==> src/design/edtd_pkg.sv <==
`timescale 1ns / 1ps
// ----------------------------------------------------------------------------
// Earliest-deadline timer dispatcher package
// Shared widths, operation codes, register map and time helpers.
// ----------------------------------------------------------------------------
package edtd_pkg;

    // Table size and field widths.
    localparam int NUM_TIMERS = 16;
    localparam int TIME_W     = 40;
    localparam int ID_W       = 4;
    localparam int MODE_W     = 3;
    localparam int ALIVE_W    = 5;
    localparam int SLACK_W    = 10;
    localparam int IDX_W      = $clog2(NUM_TIMERS);
    localparam int CNT_W      = $clog2(NUM_TIMERS + 1);

    // Configuration port shape: one 32-bit register at byte address 0.
    localparam int PADDR_W   = 3;
    localparam int PDATA_W   = 32;
    localparam int REG_IDX_W = PADDR_W - 2;

    localparam logic [REG_IDX_W-1:0] REG_DUE_SLACK = REG_IDX_W'(0);
    localparam logic [SLACK_W-1:0]   SLACK_RESET   = SLACK_W'(10);

    // Operation codes carried by the mode field.
    localparam logic [MODE_W-1:0] MODE_TICK     = 3'd0;
    localparam logic [MODE_W-1:0] MODE_START    = 3'd1;
    localparam logic [MODE_W-1:0] MODE_STOP     = 3'd2;
    localparam logic [MODE_W-1:0] MODE_INTERVAL = 3'd3;
    localparam logic [MODE_W-1:0] MODE_RESCHED  = 3'd4;
    localparam logic [MODE_W-1:0] MODE_COMPLETE = 3'd5;
    localparam logic [MODE_W-1:0] MODE_ADJUST   = 3'd6;

    typedef logic [TIME_W-1:0] time_t;

    localparam time_t TIME_MAX = '1;

    // Absolute distance between two unsigned times.
    function automatic time_t abs_diff(input time_t a, input time_t b);
        time_t d;
        if (a >= b)
        begin
            d = a - b;
        end
        else
        begin
            d = b - a;
        end
        return d;
    endfunction

    // Unsigned time sum, saturated at the largest time.
    function automatic time_t sat_add(input time_t a, input time_t b);
        logic [TIME_W:0] s;
        s = {1'b0, a} + {1'b0, b};
        return s[TIME_W] ? TIME_MAX : s[TIME_W-1:0];
    endfunction

endpackage

==> src/design/edtd_cfg.sv <==
`timescale 1ns / 1ps
// ----------------------------------------------------------------------------
// Dispatcher configuration registers
// APB-style register file holding the early-fire slack.
// ----------------------------------------------------------------------------
module edtd_cfg import edtd_pkg::*;
(
    input  logic               clk,
    input  logic               rst_n,
    input  logic               psel,
    input  logic               penable,
    input  logic               pwrite,
    input  logic [PADDR_W-1:0] paddr,
    input  logic [PDATA_W-1:0] pwdata,
    output logic [PDATA_W-1:0] prdata,
    output logic               pready,
    output logic [SLACK_W-1:0] due_slack
);

    logic [SLACK_W-1:0]   due_slack_reg;
    logic [REG_IDX_W-1:0] reg_idx;
    logic                 wr_en;

    // Word index of the addressed register.
    assign reg_idx = paddr[PADDR_W-1:2];
    assign pready  = 1'b1;
    assign wr_en   = psel && penable && pwrite && pready;

    // Register write on the access phase of a write transaction.
    always_ff @(posedge clk or negedge rst_n)
    begin
        if (!rst_n)
        begin
            due_slack_reg <= SLACK_RESET;
        end
        else if (wr_en && (reg_idx == REG_DUE_SLACK))
        begin
            due_slack_reg <= pwdata[SLACK_W-1:0];
        end
    end

    // Read data; unmapped addresses read as zero.
    always_comb
    begin
        if (reg_idx == REG_DUE_SLACK)
        begin
            prdata = PDATA_W'(due_slack_reg);
        end
        else
        begin
            prdata = '0;
        end
    end

    assign due_slack = due_slack_reg;

endmodule

==> src/design/earliest_deadline_timer_dispatcher_top.sv <==
`timescale 1ns / 1ps
// ----------------------------------------------------------------------------
// Earliest-deadline timer dispatcher
// Timer table with tick dispatch, per-timer commands and clock adjustment.
// ----------------------------------------------------------------------------
// A command is taken when start is high and busy is low; busy then stays high
// until the result transaction, which appears for one cycle with done high and
// cannot be held off. Every command gives exactly one result. The table of
// next-due times sits in a single-port-read memory that one sequencer walks
// an entry at a time: a tick compares every entry before it dispatches, an
// adjust-all weighs the shift for each scheduled entry, and every other
// command acts on its one entry. The user must write the slack register
// through the APB port only while the block is idle; the block does not enforce this.
// ----------------------------------------------------------------------------
module earliest_deadline_timer_dispatcher_top import edtd_pkg::*;
(
    input  logic                     clk,
    input  logic                     rst_n,
    // Command transaction
    input  logic                     start,
    output logic                     busy,
    input  logic [MODE_W-1:0]        mode,
    input  logic [ID_W-1:0]          timer_id,
    input  logic [TIME_W-1:0]        now,
    input  logic [TIME_W-1:0]        interval_value,
    input  logic [TIME_W-1:0]        due_time,
    input  logic signed [TIME_W-1:0] adjustment,
    // Result transaction
    output logic                     done,
    output logic                     fire_valid,
    output logic [ID_W-1:0]          fire_id,
    output logic [ALIVE_W-1:0]       alive_count,
    // Configuration port
    input  logic                     psel,
    input  logic                     penable,
    input  logic                     pwrite,
    input  logic [PADDR_W-1:0]       paddr,
    input  logic [PDATA_W-1:0]       pwdata,
    output logic [PDATA_W-1:0]       prdata,
    output logic                     pready
);

    localparam logic [2:0] S_IDLE = 3'd0;
    localparam logic [2:0] S_RD   = 3'd1;
    localparam logic [2:0] S_EVAL = 3'd2;
    localparam logic [2:0] S_ADJ2 = 3'd3;
    localparam logic [2:0] S_ADJ3 = 3'd4;
    localparam logic [2:0] S_FIRE = 3'd5;

    localparam logic [IDX_W-1:0] IDX_LAST = IDX_W'(NUM_TIMERS - 1);
    localparam int               SUM_W    = TIME_W + 2;

    logic [SLACK_W-1:0] due_slack;

    // Sequencer and flag state.
    logic [2:0]            state_reg, state_next;
    logic [IDX_W-1:0]      idx_reg, idx_next;
    logic [NUM_TIMERS-1:0] started_reg, started_next;
    logic [NUM_TIMERS-1:0] running_reg, running_next;
    logic [NUM_TIMERS-1:0] sched_reg, sched_next;
    logic [CNT_W-1:0]      started_total_reg, started_total_next;
    logic [NUM_TIMERS-1:0] due_valid_reg;
    logic [NUM_TIMERS-1:0] per_valid_reg;

    // Result registers.
    logic               done_reg, done_next;
    logic               fire_valid_reg, fire_valid_next;
    logic [ID_W-1:0]    fire_id_reg, fire_id_next;
    logic [ALIVE_W-1:0] alive_reg, alive_next;

    // Search and adjustment working registers.
    logic             best_found_reg, best_found_next;
    logic [IDX_W-1:0] best_idx_reg, best_idx_next;
    time_t            best_due_reg, best_due_next;
    time_t            cand_reg, cand_next;
    time_t            dold_reg, dold_next;
    time_t            dcand_reg, dcand_next;

    // Latched command.
    logic [MODE_W-1:0]        mode_reg;
    logic [ID_W-1:0]          id_reg;
    time_t                    now_reg;
    time_t                    ivl_reg;
    time_t                    dt_reg;
    logic signed [TIME_W-1:0] adj_reg;

    // Timer memories.
    time_t            due_mem [NUM_TIMERS];
    time_t            per_mem [NUM_TIMERS];
    time_t            due_rd_reg;
    time_t            per_rd_reg;
    logic             due_rdv_reg;
    logic             per_rdv_reg;
    logic [IDX_W-1:0] rd_addr;
    logic             due_we;
    logic [IDX_W-1:0] due_waddr;
    time_t            due_wdata;
    logic             per_we;

    logic             accept;
    logic             finish;
    logic             fire_hit;
    logic             addr_ok;
    logic [IDX_W-1:0] id_idx;
    logic             scan_mode;
    time_t            due_old;
    time_t            per_val;
    time_t            resched_due;
    logic [SUM_W-1:0] adj_sum;
    time_t            adj_sat;
    logic [TIME_W:0]  fire_limit;

    // Saturate the started count into the result field.
    function automatic logic [ALIVE_W-1:0] sat_alive(input logic [CNT_W-1:0] c);
        logic [ALIVE_W-1:0] r;
        if (32'(c) > 32'((1 << ALIVE_W) - 1))
        begin
            r = '1;
        end
        else
        begin
            r = ALIVE_W'(c);
        end
        return r;
    endfunction

    edtd_cfg u_cfg
    (
        .clk       (clk),
        .rst_n     (rst_n),
        .psel      (psel),
        .penable   (penable),
        .pwrite    (pwrite),
        .paddr     (paddr),
        .pwdata    (pwdata),
        .prdata    (prdata),
        .pready    (pready),
        .due_slack (due_slack)
    );

    assign busy   = (state_reg != S_IDLE);
    assign accept = start && !busy;

    // Command decode and read address: scans walk the table, others use the id.
    assign id_idx    = IDX_W'(id_reg);
    assign addr_ok   = (32'(id_reg) < 32'(NUM_TIMERS));
    assign scan_mode = (mode_reg == MODE_TICK) || (mode_reg == MODE_ADJUST);
    assign rd_addr   = scan_mode ? idx_reg : id_idx;

    // Entries never written since reset read as zero.
    assign due_old = due_rdv_reg ? due_rd_reg : '0;
    assign per_val = per_rdv_reg ? per_rd_reg : '0;

    // Shared time arithmetic.
    assign resched_due = sat_add(now_reg, per_val);
    assign adj_sum     = {2'b00, due_old} + {{2{adj_reg[TIME_W-1]}}, adj_reg};
    assign adj_sat     = adj_sum[SUM_W-1] ? '0 :
                         (adj_sum[TIME_W] ? TIME_MAX : adj_sum[TIME_W-1:0]);
    assign fire_limit  = {1'b0, now_reg} + (TIME_W + 1)'(due_slack);
    assign fire_hit    = best_found_reg && ({1'b0, best_due_reg} <= fire_limit);

    // Sequencer next-state logic.
    always_comb
    begin
        state_next         = state_reg;
        idx_next           = idx_reg;
        started_next       = started_reg;
        running_next       = running_reg;
        sched_next         = sched_reg;
        started_total_next = started_total_reg;
        best_found_next    = best_found_reg;
        best_idx_next      = best_idx_reg;
        best_due_next      = best_due_reg;
        cand_next          = cand_reg;
        dold_next          = dold_reg;
        dcand_next         = dcand_reg;
        done_next          = 1'b0;
        fire_valid_next    = fire_valid_reg;
        fire_id_next       = fire_id_reg;
        alive_next         = alive_reg;
        due_we             = 1'b0;
        due_waddr          = id_idx;
        due_wdata          = resched_due;
        per_we             = 1'b0;
        finish             = 1'b0;

        unique case (state_reg)
            S_IDLE:
            begin
                if (accept)
                begin
                    idx_next        = '0;
                    best_found_next = 1'b0;
                    state_next      = S_RD;
                end
            end

            S_RD:
            begin
                state_next = S_EVAL;
            end

            S_EVAL:
            begin
                unique case (mode_reg)
                    MODE_TICK:
                    begin
                        // Strict compare keeps the lowest index on equal times.
                        if (sched_reg[idx_reg] &&
                            (!best_found_reg || (due_old < best_due_reg)))
                        begin
                            best_found_next = 1'b1;
                            best_idx_next   = idx_reg;
                            best_due_next   = due_old;
                        end
                        if (idx_reg == IDX_LAST)
                        begin
                            state_next = S_FIRE;
                        end
                        else
                        begin
                            idx_next   = idx_reg + 1'b1;
                            state_next = S_RD;
                        end
                    end

                    MODE_ADJUST:
                    begin
                        if (sched_reg[idx_reg])
                        begin
                            cand_next  = adj_sat;
                            dold_next  = abs_diff(now_reg, due_old);
                            state_next = S_ADJ2;
                        end
                        else if (idx_reg == IDX_LAST)
                        begin
                            finish = 1'b1;
                        end
                        else
                        begin
                            idx_next   = idx_reg + 1'b1;
                            state_next = S_RD;
                        end
                    end

                    MODE_START:
                    begin
                        if (addr_ok)
                        begin
                            if (!started_reg[id_idx])
                            begin
                                started_total_next = started_total_reg + 1'b1;
                            end
                            started_next[id_idx] = 1'b1;
                            if (per_val != '0)
                            begin
                                due_we = 1'b1;
                                if (!running_reg[id_idx])
                                begin
                                    sched_next[id_idx] = 1'b1;
                                end
                            end
                        end
                        finish = 1'b1;
                    end

                    MODE_STOP:
                    begin
                        if (addr_ok)
                        begin
                            if (started_reg[id_idx] && (started_total_reg != '0))
                            begin
                                started_total_next = started_total_reg - 1'b1;
                            end
                            started_next[id_idx] = 1'b0;
                            sched_next[id_idx]   = 1'b0;
                        end
                        finish = 1'b1;
                    end

                    MODE_INTERVAL:
                    begin
                        per_we = addr_ok;
                        finish = 1'b1;
                    end

                    MODE_RESCHED:
                    begin
                        if (addr_ok)
                        begin
                            due_we    = 1'b1;
                            due_wdata = dt_reg;
                            if (started_reg[id_idx] && !running_reg[id_idx])
                            begin
                                sched_next[id_idx] = 1'b1;
                            end
                        end
                        finish = 1'b1;
                    end

                    MODE_COMPLETE:
                    begin
                        if (addr_ok)
                        begin
                            running_next[id_idx] = 1'b0;
                            if (per_val != '0)
                            begin
                                due_we = 1'b1;
                                if (started_reg[id_idx])
                                begin
                                    sched_next[id_idx] = 1'b1;
                                end
                            end
                        end
                        finish = 1'b1;
                    end

                    default:
                    begin
                        finish = 1'b1;
                    end
                endcase
            end

            S_ADJ2:
            begin
                dcand_next = abs_diff(now_reg, cand_reg);
                state_next = S_ADJ3;
            end

            S_ADJ3:
            begin
                // Take the shifted time only when it lands strictly closer to now.
                if (dcand_reg < dold_reg)
                begin
                    due_we    = 1'b1;
                    due_waddr = idx_reg;
                    due_wdata = cand_reg;
                end
                if (idx_reg == IDX_LAST)
                begin
                    finish = 1'b1;
                end
                else
                begin
                    idx_next   = idx_reg + 1'b1;
                    state_next = S_RD;
                end
            end

            S_FIRE:
            begin
                if (fire_hit)
                begin
                    sched_next[best_idx_reg]   = 1'b0;
                    running_next[best_idx_reg] = 1'b1;
                end
                finish = 1'b1;
            end

            default:
            begin
                state_next = S_IDLE;
            end
        endcase

        // Result transaction for the finished command.
        if (finish)
        begin
            state_next      = S_IDLE;
            done_next       = 1'b1;
            fire_valid_next = (state_reg == S_FIRE) && fire_hit;
            fire_id_next    = ((state_reg == S_FIRE) && fire_hit) ?
                              ID_W'(best_idx_reg) : '0;
            alive_next      = sat_alive(started_total_next);
        end
    end

    // Control state.
    always_ff @(posedge clk or negedge rst_n)
    begin
        if (!rst_n)
        begin
            state_reg         <= S_IDLE;
            idx_reg           <= '0;
            started_reg       <= '0;
            running_reg       <= '0;
            sched_reg         <= '0;
            started_total_reg <= '0;
            due_valid_reg     <= '0;
            per_valid_reg     <= '0;
            done_reg          <= 1'b0;
            fire_valid_reg    <= 1'b0;
            fire_id_reg       <= '0;
            alive_reg         <= '0;
            best_found_reg    <= 1'b0;
        end
        else
        begin
            state_reg         <= state_next;
            idx_reg           <= idx_next;
            started_reg       <= started_next;
            running_reg       <= running_next;
            sched_reg         <= sched_next;
            started_total_reg <= started_total_next;
            done_reg          <= done_next;
            fire_valid_reg    <= fire_valid_next;
            fire_id_reg       <= fire_id_next;
            alive_reg         <= alive_next;
            best_found_reg    <= best_found_next;
            if (due_we)
            begin
                due_valid_reg[due_waddr] <= 1'b1;
            end
            if (per_we)
            begin
                per_valid_reg[id_idx] <= 1'b1;
            end
        end
    end

    // Working registers and the latched command.
    always_ff @(posedge clk)
    begin
        best_idx_reg <= best_idx_next;
        best_due_reg <= best_due_next;
        cand_reg     <= cand_next;
        dold_reg     <= dold_next;
        dcand_reg    <= dcand_next;
        if (accept)
        begin
            mode_reg <= mode;
            id_reg   <= timer_id;
            now_reg  <= now;
            ivl_reg  <= interval_value;
            dt_reg   <= due_time;
            adj_reg  <= adjustment;
        end
    end

    // Due-time and interval memories with registered reads.
    always_ff @(posedge clk)
    begin
        if (due_we)
        begin
            due_mem[due_waddr] <= due_wdata;
        end
        if (per_we)
        begin
            per_mem[id_idx] <= ivl_reg;
        end
        due_rd_reg  <= due_mem[rd_addr];
        per_rd_reg  <= per_mem[rd_addr];
        due_rdv_reg <= due_valid_reg[rd_addr];
        per_rdv_reg <= per_valid_reg[rd_addr];
    end

    assign done        = done_reg;
    assign fire_valid  = fire_valid_reg;
    assign fire_id     = fire_id_reg;
    assign alive_count = alive_reg;

    // The result transaction comes in the cycle the block turns ready again.
    a_done_on_finish: assert property (@(posedge clk) disable iff (!rst_n)
        $fell(busy) |-> done)
        else $error("command finished without a result transaction");

    // An accepted command always occupies the sequencer.
    a_busy_after_accept: assert property (@(posedge clk) disable iff (!rst_n)
        (start && !busy) |=> (busy && !done))
        else $error("accepted command did not start the sequencer");

    // A dispatched timer is running and no longer scheduled.
    a_fired_running: assert property (@(posedge clk) disable iff (!rst_n)
        (done && fire_valid) |->
            (running_reg[IDX_W'(fire_id)] && !sched_reg[IDX_W'(fire_id)]))
        else $error("dispatched timer not marked running");

    // The started count tracks the started flags.
    a_count_matches: assert property (@(posedge clk) disable iff (!rst_n)
        32'(started_total_reg) == 32'($countones(started_reg)))
        else $error("started count out of step with started flags");

endmodule
==> config.mk <==
export PLATFORM = sky130hd
export DESIGN_NAME = earliest_deadline_timer_dispatcher_top
export DESIGN_NICKNAME = d
export VERILOG_FILES = /design/src/design/edtd_pkg.sv /design/src/design/edtd_cfg.sv /design/src/design/earliest_deadline_timer_dispatcher_top.sv
export SDC_FILE = /design/constraint.sdc
export NUM_CORES = 2
export LEC_CHECK = 0
export BUFFER_PORTS_ARGS = -buffer_cell sky130_fd_sc_hd__buf_2
export CORE_ASPECT_RATIO = 0.7
export CORE_MARGIN = 10
export CORE_UTILIZATION = 57
export DETAILED_ROUTE_END_ITERATION = 12
export GPL_ROUTABILITY_DRIVEN = 0
export PLACE_DENSITY = 0.77
export SLEW_MARGIN = 20
export SYNTH_ARGS = -nofsm -noshare
export SYNTH_HDL_FRONTEND = slang
export SYNTH_HIERARCHICAL = 1
export SYNTH_SLANG_ARGS = --single-unit
==> constraint.sdc <==
create_clock -name clk -period 5.85 [get_ports clk]
set_input_delay 0.8775 -clock clk [delete_from_list [all_inputs] [get_ports clk]]
set_output_delay 0.8775 -clock clk [all_outputs]
set_load 0.05 [all_outputs]
### Word level (Yosys, flattened, before mapping)

Memory sizes are Yosys's and may differ from the RTL's. A register that Yosys moved wholly into a read port is not among the register bits.
Index checks and enable logic that the tools add are counted.

| word-level totals | value |
|---|---|
| flip-flop bits (word level) | 447 |
| logic and storage cells | 204 |
| memories kept | 2 |
| output and inout bits | 45 |
| RAM bits | 1280 |

| cells by class | value |
|---|---|
| add/subtract/negate cells | 10 |
| $lt $le $gt $ge | 13 |
| mux-type cells | 77 |
| reduce and logical (&&, ||, !) cells | 35 |
| bitwise logic cells | 12 |
| eq/ne operators | 28 |

Memories:

| memory | depth | bits a word | rd ports | clocked after memory_dff | wr ports | line | source |
|---|---|---|---|---|---|---|---|
| due_mem | 16 | 40 | 1 | 1 | 1 | earliest_deadline_timer_dispatcher_top.sv:88 | `time_t due_mem [NUM_TIMERS];` |
| per_mem | 16 | 40 | 1 | 1 | 1 | earliest_deadline_timer_dispatcher_top.sv:89 | `time_t per_mem [NUM_TIMERS];` |

Operators with widths:

| kind | number |
|---|---|
| $mux 40 | 8 |
| $sub 40x40->40 | 4 |
| $mux 16 | 8 |
| $pmux 16 s2 | 3 |
| $ge 40x40->1 | 2 |
| $lt 40x40->1 | 2 |
| $or 16x16->16 | 5 |
| $pmux 40 s2 | 1 |
| $and 16x16->16 | 4 |
| $pmux 16 s4 | 1 |
| $add 41x40->42 | 1 |
| $add 40x10->41 | 1 |
| $add 40x40->41 | 1 |
| $le 40x41->1 | 1 |
| $reduce_bool 40->1 | 1 |
| $not 16->16 | 2 |
| $mux 4 | 7 |
| $lt 4x5->1 const B | 5 |
| $ne 3x3->1 const B | 8 |
| $mux 1 | 22 |
| $bmux 1 s4 | 5 |
| $pmux 3 s6 | 1 |
| $eq 3x3->1 const B | 5 |
| $mux 3 | 5 |
| other kinds (32) | 72 |

### Depth between registers and ports, before layout

| depth | value |
|---|---|
| depth in word-level cells | 9 |
| mapped depth | 26 |
| mapped depth without buffers | 25 |

### Cells and area by module

Netlist, hierarchy kept.

By module, submodules not included:

| module | area an instance (sq um) | cells each | times used | seq. area each (sq um) |
|---|---|---|---|---|
| earliest_deadline_timer_dispatcher_top | 84813.8 | 6119 | 1 | 52620.5 |
| edtd_cfg | 684.4 | 58 | 1 | 252.7 |

### Least setup slack after synthesis

No wires, ideal clock.

| timing path | value |
|---|---|
| path type | register -> register |
| start | register idx_reg[0] |
| end | register idx_reg[3] |
| clock period less this slack | 5.958 ns |
| slack | -0.108 ns |
| data required time | 5.548 ns |
| arrival | 5.656 ns |
| setup time | 0.302 ns |
| stages on the path, launching flop included | 10 |
| buffers on the path | 1 |
| cell sequence | dfrtp_1 -> clkbuf_1 -> mux4_2 -> mux4_2 -> nand2_1 -> nor2_1 -> nor3_1 -> nand4_1 -> xnor2_1 -> nor2_1 |

| on the way | value |
|---|---|
| word-level cells in the longest chain between the ends | 5 |
| elaborated cells on any way between the ends | 10 |

RTL lines:

| element | line | source |
|---|---|---|
| start, declared | earliest_deadline_timer_dispatcher_top.sv:57 | `logic [IDX_W-1:0] idx_reg, idx_next;` |
| start signal, assigned | earliest_deadline_timer_dispatcher_top.sv:401 | `idx_reg <= idx_next;` |
| $add 4x1->4 / $eq 4x4->1 (equally long branches) | -- |  |
| $mux 4 | earliest_deadline_timer_dispatcher_top.sv:216, earliest_deadline_timer_dispatcher_top.sv:235, earliest_deadline_timer_dispatcher_top.sv:340 |  |
| $mux 4 | earliest_deadline_timer_dispatcher_top.sv:229 | `if (sched_reg[idx_reg])` |
| $pmux 4 s2 | earliest_deadline_timer_dispatcher_top.sv:205 | `unique case (mode_reg)` |
| $pmux 4 s3 | earliest_deadline_timer_dispatcher_top.sv:187 | `unique case (state_reg)` |

Parallel ways exist; a longest one is shown, timed or not. The select of a mux whose other input is x is not followed.
A chain may end at the register's enable or synchronous reset.

==> flow_metrics.tcl <==
set metrics [dict create \
    status "finished clean" \
    comb_power_share_pct 37.1 \
    reg_top3 "due_mem: 640 flops, per_mem: 640 flops" \
    grt_pass1_vias 54893 \
    multiInputGateArea_um2 30600 \
    leakagePower_uw 0.0348 \
    p_sw_uw 17700 \
    yosys-top-cells-area "edfxtp_1 57%, mux4_2 9.0%, ha_1 5.4%" \
    crit_fanout 14 \
    cp_common_cell "o21ai_0" \
    drc 0 \
    worstSetupPathType "reg2reg" \
    design.die.area_um2 166000 \
    rsz0062_at_grt "no" \
    seq_area_frac_synth_pct 61.8 \
    start_util_pct 57.6 \
    p_int_uw 29000 \
    clk_pin_slew_ns 0.07 \
    hold_violations 0 \
    pwr-share-clk_pct 23.0 \
    ir_worst_vdd_uv 325 \
    final.period_utilization_pct 97.3 \
    max_cap_viol_count 0 \
    syn_avg_cell_area_um2 13.8 \
    port_buffers 205 \
    antenna_found_initial 22 \
    grt.total_usage_pct 30.8 \
    die_y_um 344 \
    synth.largest_area_cell "edfxtp_1" \
    skew_ns 0.0543 \
    cts_buffers 163 \
    ys_seq_elements 1807 \
    synth_top_area_share_pct 56.6 \
    synthFlopType "edfxtp_1" \
    period_minus_slack_ns 5.69 \
    drive_above_1_share_pct 16.9 \
    cp.required_ns 6.54 \
    io_pins 253 \
    max_slew_margin_pct 16.3 \
    swShare_pct 37.9 \
    post-route-util_pct 64.1 \
    critPathCaptureType "flip-flop" \
    syn2layout_area_growth_pct 11.3 \
    layout.nets 7004 \
    firstDrtPassIters 8 \
    drt-wirelength-per-cell_um 30.6 \
    power.density_nw_per_um2 490 \
    cp-start-kind "flip-flop" \
    fp-row-count 118 \
    drv_slew 0 \
    htree_levels 4 \
    clock_sinks 1807 \
    tightest_slew_ns 1.24 \
    yosysWarnings 6 \
    die_w_um 483 \
    arrival_ns 6.39 \
    synth.distinct_cells 93 \
    ys_async_sr_fraction_pct 6.31 \
    grt_max_degree 100 \
    reg2reg_depth 27 \
    via_per_inst 6.82 \
    fmax_ghz 0.176 \
    register_area_um2 52900 \
    dp_hpwl_um 177000 \
    clockBufferDepth 3 \
    fin_setup_tns_ns 0 \
    layout_commonest_cell "edfxtp_1" \
    cts-root-buf "clkbuf_16" \
    most-common-layout-cells "1611 x edfxtp_1, 467 x a21oi_1, 436 x nand2_1" \
    overflow 0 \
    setup_viol 0 \
    cts_tree "done" \
    clock_latency_ns 0.84 \
    seq_power_share_pct 39.9 \
    worstHoldPathType "in2async" \
    routed_wirelength_um 262000 \
    grt_pass1_wl_um 376000 \
    syn_area_um2 85500 \
    ant_nets 0 \
    synthCells 6177 \
    cpPeakStageDelay_ns 0.50 \
    fill_cells 10421 \
    drtIter0Drc 9501 \
    num_vias 58230 \
    core_um2 149000 \
    critPathSlowestCell "o211ai_1" \
    synth_edf_count 1611 \
]
## power by group through the flow
stage | combinational, uW | clock (uW) | sequential [uW]
after global routing | 18200 | 11300 | 18600
after CTS | 16500 | 10800 | 18500
final | 17300 | 10700 | 18600
after detailed placement | 16400 | 0 | 18700
after global placement | 15900 | 0 | 18700
after floorplan | 10700 | 0 | 18100
## routing by layer
layer / routed length, um / vias to the layer above / global-route usage [%]
met4: 15100 / 18 / 14.3
met2: 106000 / 4627 / 41.7
li1: - / 24184 / -
met5: 230 / - / 0.548
met1: 98500 / 28549 / 43.2
met3: 42200 / 852 / 12.7
## final timing paths
path	start	endpoint	slack, ns
max	u_cfg/due_slack[0]	flip-flop	0.16
min	rst_n	fire_id[1]	0.12
max reg2reg	u_cfg/due_slack[0]	flip-flop	0.16
min reg2reg	due_valid_reg[1]	due_valid_reg[1]	0.46
max in group asynchronous	rst_n	due_valid_reg[12]	4.42
min in group clk	due_time[32]	dt_reg[32]	0.22
## Yosys cell counts, types with 110 or more instances
cell	n
inv_1	292
and2_1	139
nand2_1	436
dfrtp_1	112
a21oi_1	470
mux4_2	343
clkbuf_1	206
ha_1	370
a21o_1	134
o21ai_0	283
a211oi_1	110
xnor2_1	120
edfxtp_1	1611
nor2_1	316
a31oi_1	171
## timing repair
| item | 4_1_cts | 5_1_grt |
|---|---|---|
| hold endpoints to repair | 0 | 0 |
| hold buffers | 0 | 0 |
| setup endpoints to repair | 0 | 31 |
| buffers inserted | 0 | 1 |
| gates resized for setup | 0 | 3 |
## area by class of cell
class | instances | share of cell area, %
Clock buffer | 228 | 4.88
Multi-Input combinational cell | 3775 | 32.2
Sequential cell | 1807 | 55.5
Antenna cell | 11 | 0.0289
Clock inverter | 70 | 0.732
Tap cell | 1980 | 2.60
Timing Repair Buffer | 380 | 2.88
Inverter | 292 | 1.16
## cell families (layout without fill, tap and decap cells)
| group | after synthesis | in the layout | share of synthesized area (%) |
|---|---|---|---|
| buf+inv | 616 | 970 | 2.95 |
| flops | 1807 | 1807 | 61.8 |
| simple gates | 1319 | 1319 | 7.34 |
| mux | 387 | 387 | 9.62 |
| other cells | 2 | 34 | 0.00878 |
| fa+ha+maj | 377 | 377 | 5.58 |
| compound gates | 1481 | 1481 | 10.7 |
| xor+xnor | 188 | 188 | 1.93 |
## worst max-delay path: cells and delay by family, from the launching register on
family                   cells  cell delay, ns
adder cells (fa/ha/maj)      3            0.72
flip-flops                   1            0.41
buffers and inverters        4            0.60
AND/OR/NAND/NOR              7            1.25
AO/OA/AOI/OAI               12            2.48
XOR/XNOR                     1            0.13
## per-stage QoR
step	std cells	power [uW]	setup slack [ns]	instance area [um^2]	hold WS (ns)
after floorplan	6198	28800	0.463	85600	0.434
after global placement	8231	34600	0.306	89700	0.447
after detailed placement	8233	35100	0.266	89800	0.448
after CTS	8531	45800	0.189	95100	0.144
after global routing	8535	48200	0.0605	95200	0.200
final	8543	46700	0.157	95200	0.117
No activity file was read; power rests on OpenSTA's default activity.
